`config.mk`:
```
export PLATFORM = sky130hd
export DESIGN_NAME = ps2_mouse_packet_cursor_tracker_core
export DESIGN_NICKNAME = d
export VERILOG_FILES = /design/src/hdl/ps2mct_pkg.sv /design/src/hdl/ps2mct_clamp.sv /design/src/hdl/ps2_mouse_packet_cursor_tracker_core.sv
export SDC_FILE = /design/constraint.sdc
export NUM_CORES = 1
export LEC_CHECK = 0
export BUFFER_PORTS_ARGS = -buffer_cell sky130_fd_sc_hd__buf_4
export CORE_MARGIN = 5
export CORE_UTILIZATION = 51
export CTS_CLUSTER_SIZE = 14
export DETAILED_ROUTE_END_ITERATION = 6
export GPL_ROUTABILITY_DRIVEN = 0
export PLACE_DENSITY = 0.72
export SETUP_SLACK_MARGIN = 0.1
export SLEW_MARGIN = 25
export SYNTH_ARGS = -nofsm -noshare
export SYNTH_HDL_FRONTEND = slang
export SYNTH_SLANG_ARGS = --single-unit
export TNS_END_PERCENT = 30
```
`constraint.sdc`:
```
create_clock -name clock -period 7.2 [get_ports clock]
set_input_delay 1.8 -clock clock [delete_from_list [all_inputs] [get_ports clock]]
set_output_delay 1.8 -clock clock [all_outputs]
set_load 0.02 [all_outputs]
```
`src/hdl/ps2mct_pkg.sv`:
```
// shared constants for the ps/2 mouse packet cursor tracker
// header bit positions, field widths, register indexes and reset values
// no dependencies
package ps2mct_pkg;

   localparam int COORD_BITS_DEFAULT = 10;

   localparam int BYTE_BITS      = 8;
   localparam int MOVE_BITS      = 9;
   localparam int BUTTON_BITS    = 3;
   localparam int LIMIT_BITS     = 10;
   localparam int CSR_INDEX_BITS = 2;

   // header byte layout
   localparam int HDR_VALID_BIT = 3;
   localparam int HDR_XSIGN_BIT = 4;
   localparam int HDR_YSIGN_BIT = 5;

   // register indexes
   localparam logic [CSR_INDEX_BITS-1:0] CSR_X_LIMIT = 2'd0;
   localparam logic [CSR_INDEX_BITS-1:0] CSR_Y_LIMIT = 2'd1;

   localparam logic [LIMIT_BITS-1:0] X_LIMIT_RESET = 10'd316;
   localparam logic [LIMIT_BITS-1:0] Y_LIMIT_RESET = 10'd236;

   localparam int CURSOR_X_RESET = 160;
   localparam int CURSOR_Y_RESET = 120;

   typedef logic signed [MOVE_BITS-1:0] move_type;

endpackage

```
`src/hdl/ps2mct_clamp.sv`:
```
// one cursor axis: adds a signed movement and clamps to 0..limit
// the limit is saturated to the largest value a coordinate can hold
// depends on ps2mct_pkg
module ps2mct_clamp #(
   parameter int COORD_BITS = ps2mct_pkg::COORD_BITS_DEFAULT
) (
   input  logic [COORD_BITS-1:0]                 cur,
   input  ps2mct_pkg::move_type                  move,
   input  logic [ps2mct_pkg::LIMIT_BITS-1:0]     limit,
   output logic [COORD_BITS-1:0]                 nxt
);
   import ps2mct_pkg::*;

   localparam int SUM_BITS = COORD_BITS + 2;
   localparam int WIDE_BITS = 17;
   localparam logic [WIDE_BITS-1:0] CMAX = WIDE_BITS'((1 << COORD_BITS) - 1);

   logic [WIDE_BITS-1:0]       limit_wide;
   logic [COORD_BITS-1:0]      limit_sat;
   logic signed [SUM_BITS-1:0] sum;

   always_comb begin
      limit_wide = WIDE_BITS'(limit);
      if (limit_wide > CMAX) begin
         limit_sat = CMAX[COORD_BITS-1:0];
      end else begin
         limit_sat = limit_wide[COORD_BITS-1:0];
      end
   end

   assign sum = $signed({2'b00, cur}) + SUM_BITS'(move);

   always_comb begin
      if (sum[SUM_BITS-1] || (sum == '0)) begin
         nxt = '0;
      end else if (sum[SUM_BITS-2:0] >= {1'b0, limit_sat}) begin
         nxt = limit_sat;
      end else begin
         nxt = sum[COORD_BITS-1:0];
      end
   end

endmodule

```
`src/hdl/ps2_mouse_packet_cursor_tracker_core.sv`:
```
// ps/2 mouse three-byte packet framer with a clamped cursor
// latency: a result appears in the cycle after the third byte of a packet is accepted
// throughput: one byte per cycle; input stalls only while a result waits under rsp_stall
// reset (synchronous): waits for a header, cursor at 160/120, limits 316/236
// the cursor update for one packet is a single add and clamp per axis
// depends on ps2mct_pkg and ps2mct_clamp
module ps2_mouse_packet_cursor_tracker_core #(
   parameter int COORD_BITS = ps2mct_pkg::COORD_BITS_DEFAULT
) (
   input  logic                                    clock,
   input  logic                                    reset,
   input  logic                                    csr_write_en,
   input  logic [ps2mct_pkg::CSR_INDEX_BITS-1:0]   csr_index,
   input  logic [ps2mct_pkg::LIMIT_BITS-1:0]       csr_wdata,
   input  logic                                    req_valid,
   output logic                                    req_stall,
   input  logic [ps2mct_pkg::BYTE_BITS-1:0]        req_rx_byte,
   output logic                                    rsp_valid,
   input  logic                                    rsp_stall,
   output ps2mct_pkg::move_type                    rsp_move_x,
   output ps2mct_pkg::move_type                    rsp_move_y,
   output logic [ps2mct_pkg::BUTTON_BITS-1:0]      rsp_button_bits,
   output logic [COORD_BITS-1:0]                   rsp_pos_x,
   output logic [COORD_BITS-1:0]                   rsp_pos_y,
   output logic                                    rsp_left_pressed
);
   import ps2mct_pkg::*;

   localparam logic [1:0] PH_HDR = 2'd0;
   localparam logic [1:0] PH_X   = 2'd1;
   localparam logic [1:0] PH_Y   = 2'd2;

   logic [1:0]             phase_ff, phase_in;
   logic [BYTE_BITS-1:0]   header_ff, header_in;
   logic [BYTE_BITS-1:0]   xbyte_ff, xbyte_in;
   logic [COORD_BITS-1:0]  cursor_x_ff, cursor_x_in;
   logic [COORD_BITS-1:0]  cursor_y_ff, cursor_y_in;
   logic                   last_left_ff, last_left_in;
   logic [LIMIT_BITS-1:0]  x_limit_ff, x_limit_in;
   logic [LIMIT_BITS-1:0]  y_limit_ff, y_limit_in;

   logic                   rsp_valid_ff, rsp_valid_in;
   move_type               move_x_ff, move_x_in;
   move_type               move_y_ff, move_y_in;
   logic [BUTTON_BITS-1:0] buttons_ff, buttons_in;
   logic [COORD_BITS-1:0]  pos_x_ff, pos_x_in;
   logic [COORD_BITS-1:0]  pos_y_ff, pos_y_in;
   logic                   pressed_ff, pressed_in;

   logic                   accept;
   move_type               mx, my;
   logic [COORD_BITS-1:0]  next_x, next_y;

   assign req_stall = rsp_valid_ff && rsp_stall;
   assign accept    = req_valid && !req_stall;

   // sign bit from the header on top of the raw byte
   assign mx = $signed({header_ff[HDR_XSIGN_BIT], xbyte_ff});
   assign my = $signed({header_ff[HDR_YSIGN_BIT], req_rx_byte});

   ps2mct_clamp #(.COORD_BITS(COORD_BITS)) u_clamp_x (
      .cur   (cursor_x_ff),
      .move  (mx),
      .limit (x_limit_ff),
      .nxt   (next_x)
   );

   ps2mct_clamp #(.COORD_BITS(COORD_BITS)) u_clamp_y (
      .cur   (cursor_y_ff),
      .move  (my),
      .limit (y_limit_ff),
      .nxt   (next_y)
   );

   always_comb begin
      x_limit_in = x_limit_ff;
      y_limit_in = y_limit_ff;
      if (csr_write_en) begin
         case (csr_index)
            CSR_X_LIMIT: x_limit_in = csr_wdata;
            CSR_Y_LIMIT: y_limit_in = csr_wdata;
            default: begin
            end
         endcase
      end
   end

   always_comb begin
      phase_in     = phase_ff;
      header_in    = header_ff;
      xbyte_in     = xbyte_ff;
      cursor_x_in  = cursor_x_ff;
      cursor_y_in  = cursor_y_ff;
      last_left_in = last_left_ff;
      rsp_valid_in = rsp_valid_ff && rsp_stall;
      move_x_in    = move_x_ff;
      move_y_in    = move_y_ff;
      buttons_in   = buttons_ff;
      pos_x_in     = pos_x_ff;
      pos_y_in     = pos_y_ff;
      pressed_in   = pressed_ff;
      if (accept) begin
         case (phase_ff)
            PH_X: begin
               xbyte_in = req_rx_byte;
               phase_in = PH_Y;
            end
            PH_Y: begin
               phase_in     = PH_HDR;
               cursor_x_in  = next_x;
               cursor_y_in  = next_y;
               last_left_in = header_ff[0];
               rsp_valid_in = 1'b1;
               move_x_in    = mx;
               move_y_in    = my;
               buttons_in   = header_ff[BUTTON_BITS-1:0];
               pos_x_in     = next_x;
               pos_y_in     = next_y;
               pressed_in   = header_ff[0] && !last_left_ff;
            end
            default: begin
               // hunt for a header: bytes without the always-one bit are dropped
               if (req_rx_byte[HDR_VALID_BIT]) begin
                  header_in = req_rx_byte;
                  phase_in  = PH_X;
               end else begin
                  phase_in = PH_HDR;
               end
            end
         endcase
      end
   end

   always_ff @(posedge clock) begin
      if (reset) begin
         phase_ff     <= PH_HDR;
         header_ff    <= '0;
         cursor_x_ff  <= COORD_BITS'(CURSOR_X_RESET);
         cursor_y_ff  <= COORD_BITS'(CURSOR_Y_RESET);
         last_left_ff <= 1'b0;
         x_limit_ff   <= X_LIMIT_RESET;
         y_limit_ff   <= Y_LIMIT_RESET;
         rsp_valid_ff <= 1'b0;
      end else begin
         phase_ff     <= phase_in;
         header_ff    <= header_in;
         cursor_x_ff  <= cursor_x_in;
         cursor_y_ff  <= cursor_y_in;
         last_left_ff <= last_left_in;
         x_limit_ff   <= x_limit_in;
         y_limit_ff   <= y_limit_in;
         rsp_valid_ff <= rsp_valid_in;
      end
   end

   always_ff @(posedge clock) begin
      xbyte_ff   <= xbyte_in;
      move_x_ff  <= move_x_in;
      move_y_ff  <= move_y_in;
      buttons_ff <= buttons_in;
      pos_x_ff   <= pos_x_in;
      pos_y_ff   <= pos_y_in;
      pressed_ff <= pressed_in;
   end

   assign rsp_valid        = rsp_valid_ff;
   assign rsp_move_x       = move_x_ff;
   assign rsp_move_y       = move_y_ff;
   assign rsp_button_bits  = buttons_ff;
   assign rsp_pos_x        = pos_x_ff;
   assign rsp_pos_y        = pos_y_ff;
   assign rsp_left_pressed = pressed_ff;

endmodule

```
# Word-level counts from Yosys, hierarchy flattened
# Cells that the tools add are included.
[word_totals] in_bits=25 regBits=100 wordCells=47 out_inout_bits=44
[op_classes] reduce_logical=16 addsub=2 n_mux=8 order_cmp=2 n_eq_ne=3 n_bitwise=1
[op_table] cell="$mux W10" count=4
[op_table] cell="$add A11 B9 Y12" count=2
[op_table] cell="$logic_not A12 Y1" count=2
[op_table] cell="$ge A11 B10 Y1" count=2
[op_table] cell="$reduce_and A2 Y1" count=4
[op_table] cell="$eq A2 B1 Y1 const B" count=2
[op_table] cell="$pmux W2 S2" count=1
[op_table] cell="$logic_and A1 B1 Y1" count=3
[op_table] cell="$mux W1" count=3
[op_table] cell="$reduce_and A3 Y1" count=1
[op_table] cell="$eq A2 B2 Y1 const B" count=1
[op_table] cell="$logic_not A1 Y1" count=2
[op_table] cell="$logic_not A2 Y1" count=1
[op_table] cell="$logic_or A1 B1 Y1" count=2
[op_table] cell="$reduce_or A2 Y1" count=1
[op_table] cell="$not A1 Y1" count=1

# Logic depth before layout (Yosys ltp)
[logic_depth] word_depth=4 ltp_mapped=16 mapped_depth_nobuf=16

# Hierarchy
# Synthesis repeated with hierarchy kept, for this count alone.
[hier_totals] hier_cells=552 hier_area_um2=5689.2
[by_module_without_submodules] mod="ps2_mouse_packet_cursor_tracker_core" n_inst=1 cells_each=258 area_per_inst_um2=3537.1
[by_module_without_submodules] mod="ps2mct_clamp (u_clamp_y)" n_inst=1 cells_each=146 area_per_inst_um2=1092.3
[by_module_without_submodules] mod="ps2mct_clamp (u_clamp_x)" n_inst=1 cells_each=148 area_per_inst_um2=1059.8

# Worst setup path before layout
# OpenSTA, ideal clock, no wires.
[synth_timing] path_kind="input port to flip-flop" from="input req_rx_byte[0] (netlist name)" to="register pos_y_ff[0], in the netlist rsp_pos_y[0], data pin" cell_stages=15 t_required_ns=6.942 path_slack_ns=2.106 arrival_time_ns=4.837 path_buffers=1 setup_ns=0.258 path_cell_list="ha_1 > inv_1 > fa_1 > nor2b_1 > o31a_1 > or4_1 > a31oi_1 > xnor2_1 > ha_1 > o211ai_1 > a21oi_1 > a2111oi_0 > clkbuf_1 > mux2i_1 > nor2_1"
[synth_via] elab_chain_len=4 elab_cells_between_ends=6 cone_classes="add/sub (1); order compare (1); mux (2); reduce/logical (2)"
[synth_lines] item="start, declared" line="ps2_mouse_packet_cursor_tracker_core.sv:17" rtl="input logic [ps2mct_pkg::BYTE_BITS-1:0] req_rx_byte,"
[synth_lines] item="$add A11 B9 Y12 (*)" line="ps2mct_clamp.sv:31" rtl="assign sum = $signed({2'b00, cur}) + SUM_BITS'(move);"
[synth_lines] item="$ge A11 B10 Y1 / $logic_not A12 Y1 (equally long branches)" line="ps2mct_clamp.sv:36, ps2mct_clamp.sv:34"
[synth_lines] item="$mux W10 / $logic_or A1 B1 Y1 (equally long branches)" line="ps2mct_clamp.sv:36, ps2mct_clamp.sv:34"
[synth_lines] item="$mux W10 (*)" line="ps2mct_clamp.sv:34" rtl="if (sum[SUM_BITS-1] || (sum == '0)) begin"
[synth_lines] item="net next_y[0]" line="ps2_mouse_packet_cursor_tracker_core.sv:52" rtl="logic [COORD_BITS-1:0] next_x, next_y;"
[synth_lines] item="end signal, assigned" line="ps2_mouse_packet_cursor_tracker_core.sv:162" rtl="pos_y_ff <= pos_y_in;"
[synth_lines] item="end, declared" line="ps2_mouse_packet_cursor_tracker_core.sv:47" rtl="logic [COORD_BITS-1:0] pos_y_ff, pos_y_in;"
# Mark *: on every way through the listed nets, which the timed path passes. The rest lies on a longest branch.
# A chain may end at the register's enable or synchronous reset.

# Final worst setup path
[layout_timing] from="input req_rx_byte[0] (netlist name)" to="register pos_y_ff[6], in the netlist rsp_pos_y[6], data pin"
# Same word-level chain as after synthesis.

==> summary.txt <==
Logic synthesis
  – Ranking of synthesized cells by area: edfxtp_1 30%, dfxtp_1 19%, ha_1 11%
  – Library cell with the highest instance count after synthesis: nor2_1
  – Number of nets in the synthesized netlist: 556
  – Cell area after synthesis: 0.00506 mm²
  – Dominant synthesized flop cell: edfxtp_1
  – Flop and latch count out of synthesis: 99
  – Proportion of synthesized chip area in sequential cells: 49.1%
  – Fraction of post-synthesis cell area in the top cell type by area: 29.7%
  – Cells after Synth: 485
  – Mean Syn Cell Area: 10.4 µm²
  – Number of flops mapped to enable cells by yosys: 50
  – Count of cell types in the netlist: 50
  – Async SR Flop Fraction: 0%
  – Library cell occupying the most area in the post-synthesis netlist: edfxtp_1
  – Number of warnings printed during yosys synthesis: 0
  – Synth cell count leaders: 56 x nor2_1, 50 x edfxtp_1, 49 x dfxtp_1

Critical path
  – Data required time of the worst path: 7.32 ns
  – Largest fanout on the critical path: 10
  – Critical path depth: 16
  – Crit path cell chain: buf_4 -> ha_1 -> inv_1 -> fa_1 -> nor2b_1 -> o31a_1 -> or4_1 -> a31oi_1 -> xnor2_1 -> ha_1 -> o211ai_1 -> a21oi_1 -> a2111oi_2 -> buf_4 -> mux2i_1 -> nor2_1
  – Standard cell with the maximum stage delay on the critical path: or4_1
  – CP bufs+invs: 3
  – Max stage delay on crit path: 0.40 ns
  – FF-to-FF setup slack: 3.05 ns
  – Dominant delay contributor by cell family on the critical path: compound AO/OA/AOI/OAI gates
  – CP Capture Type: register
  – Kind of launch point of the worst setup path: primary input
  – Number of cell instances on the worst register-to-register path: 12
  – Signal arrival time at the worst endpoint: 5.00 ns
  – Critical path start-end classification: in -> reg

Floorplan
  – Die extent in y: 110 µm
  – Core region area: 0.00973 mm²
  – Starting density of the core: 52.0%
  – Horizontal die dimension: 110 µm
  – Standard-cell row count: 36
  – I/O pin total: 69
  – Die area: 0.0120 mm²

Detailed routing
  – Number of violations reported at the end of detailed-routing iteration 0: 183
  – Total vias in the final route: 3,781
  – Number of remaining DRC errors: 0
  – 1st-pass router iterations: 5
  – Number of routed nets with antenna violations: 0
  – Routed wire length: 11.5 mm
  – Ratio of routed vias to standard cells: 5.48
  – Avg WL per Cell: 16.7 µm

Clock network
  – Count of instances resized after the clock tree is built: 0
  – # Post-CTS Setup Buffers: 0
  – Clock edge transition at the registers on the reported setup and hold paths: 0.10 ns
  – Clock network latency to the later pin of the worst-skew pair: 0.37 ns
  – Clock sink total: 99
  – Clock tree from TritonCTS: yes
  – CTS Root Buffer Type: clkbuf_8
  – Number of buffers inserted by hold repair at cts: 0
  – Level count of the clock H-tree: 3
  – TritonCTS buffer count: 9
  – Clock tree buffer depth: 2

Timing
  – Number of hold violations in the final report: 0
  – Final setup skew: 0.0107 ns
  – Shortest clock period the worst path allows after layout: 4.88 ns
  – Final worst slack: 2.32 ns
  – Maximum achievable frequency: 0.205 GHz
  – Setup TNS after final layout: 0 ns
  – Headroom to the max-slew limit: 33.6%
  – Final count of negative-setup-slack endpoints: 0
  – Final worst path period share: 67.8%
  – Tightest Pin Transition: 0.972 ns
  – Max-slew violations: 0
  – Setup repair after global routing missed its margin: false

Cells and area
  – # fillers: 856
  – Ant diodes: 0
  – # nets final: 623
  – Layout cell share with drive strength beyond 1: 16.9%
  – Layout overhead on the synthesized area: 16.4%

Hold path
  – HP Class: reg -> reg
  – Number of cells on the worst hold path: 0

Place
  – Total half-perimeter wirelength after legalization and detailed placement: 8.54 mm
  – Post-place setup slack: 1.96 ns
  – Number of input and output port buffers inserted: 68

Pwr
  – P_leak: 2.47 nW
  – Internal power component: 0.000818 W
  – Part of the total power dissipated in the clock network: 29.2%
  – Sw Share: 28.4%
  – Relative contribution of sequential cells to total power: 54.1%
  – Maximum vdd ir drop: 85.7 µV
  – Logic pwr share: 16.7%
  – Power Density: 194 mW/mm²
  – Power dissipated by switching net loads: 0.000324 W

Global routing
  – Remaining global-route overflow: 0
  – Number of antenna violations at the first check in global routing: 0
  – Number of global-route vias before repair: 3,706
  – Global-route wire length before repair: 18.5 mm
  – Maximum number of pins on one net before global-route repair: 49
  – Total GRT Usage: 20.2%

Job
  – Count of max-cap constraint violations: 0

Outcome
  – Outcome: completed
per-stage QoR:
step	instances	hold WS, ns	utilization (%)	total power [W]	area (µm²)
2_1_floorplan	485	0.408	-	0.000762	5060
3_3_place_gp	674	0.417	58.6	0.000812	5710
6_report	690	0.454	60.5	0.00114	5890
5_1_grt	690	0.465	60.5	0.00120	5890
3_5_place_dp	674	0.426	58.6	0.000819	5710
4_1_cts	690	0.454	60.4	0.00115	5880
state kept, by name, indices dropped and copies added (netlist names), 3 cells and up:
signal and count:
rsp_move_x 9, cursor_x_ff 10, rsp_button_bits 3, header_ff 5
rsp_pos_x 10, x_limit_ff 10, cursor_y_ff 10, rsp_pos_y 10
rsp_move_y 9, xbyte_ff 8, y_limit_ff 10
routing by layer:
metal	up-vias	wire, µm	GRT usage (%)
met5	-	0	0
met4	0	259	6.68
met3	23	452	3.64
met2	82	5710	34.3
met1	1783	5090	25.9
li1	1893	-	-
power groups by stage:
stage | Sequential, W | Clock [W] | Combinational (W)
6_report | 0.000617 | 0.000334 | 0.000191
4_1_cts | 0.000617 | 0.000343 | 0.000190
2_1_floorplan | 0.000631 | 0 | 0.000131
3_3_place_gp | 0.000630 | 0 | 0.000182
5_1_grt | 0.000619 | 0.000366 | 0.000213
3_5_place_dp | 0.000630 | 0 | 0.000189
layout make-up:
| cell class | instances | area [µm²] | area share, % |
|---|---|---|---|
| Sequential cell | 99 | 2480 | 42.2 |
| Clock buffer | 10 | 128 | 2.17 |
| Inverter | 41 | 154 | 2.61 |
| Clock inverter | 6 | 47.5 | 0.808 |
| Tap cell | 133 | 166 | 2.83 |
| Timing Repair Buffer | 71 | 533 | 9.05 |
| Multi-Input combinational cell | 330 | 2380 | 40.4 |
worst paths after layout:
kind | endpoint | start
min reg2reg | rsp_button_bits[2] | header_ff[2]
min | rsp_button_bits[2] | header_ff[2]
max | rsp_pos_y[6] | req_rx_byte[0]
max reg2reg | rsp_pos_x[8] | xbyte_ff[1]
cells in the final DEF (no fill, tap or decap), types with 5 or more instances in the layout:
cell type,instances
ha_1,44
mux2i_1,25
o31ai_1,21
nand2b_1,7
xnor2_1,14
edfxtp_1,50
buf_4,71
nor3_1,5
nand3_1,9
nor2_1,56
clkbuf_8,9
a21oi_1,36
inv_1,39
nand2_1,29
dfxtp_1,49
nand3b_1,5
a211o_1,10
kinds of logic after synthesis:
logic type               share of synthesized area (%)
AO/OA/AOI/OAI                                     14.8
XOR/XNOR                                          2.94
adder cells (fa/ha/maj)                           11.7
buffers and inverters                             4.26
flip-flops                                        49.1
multiplexers                                      4.95
AND/OR/NAND/NOR                                   12.2
(Power assumes the default switching activity.)
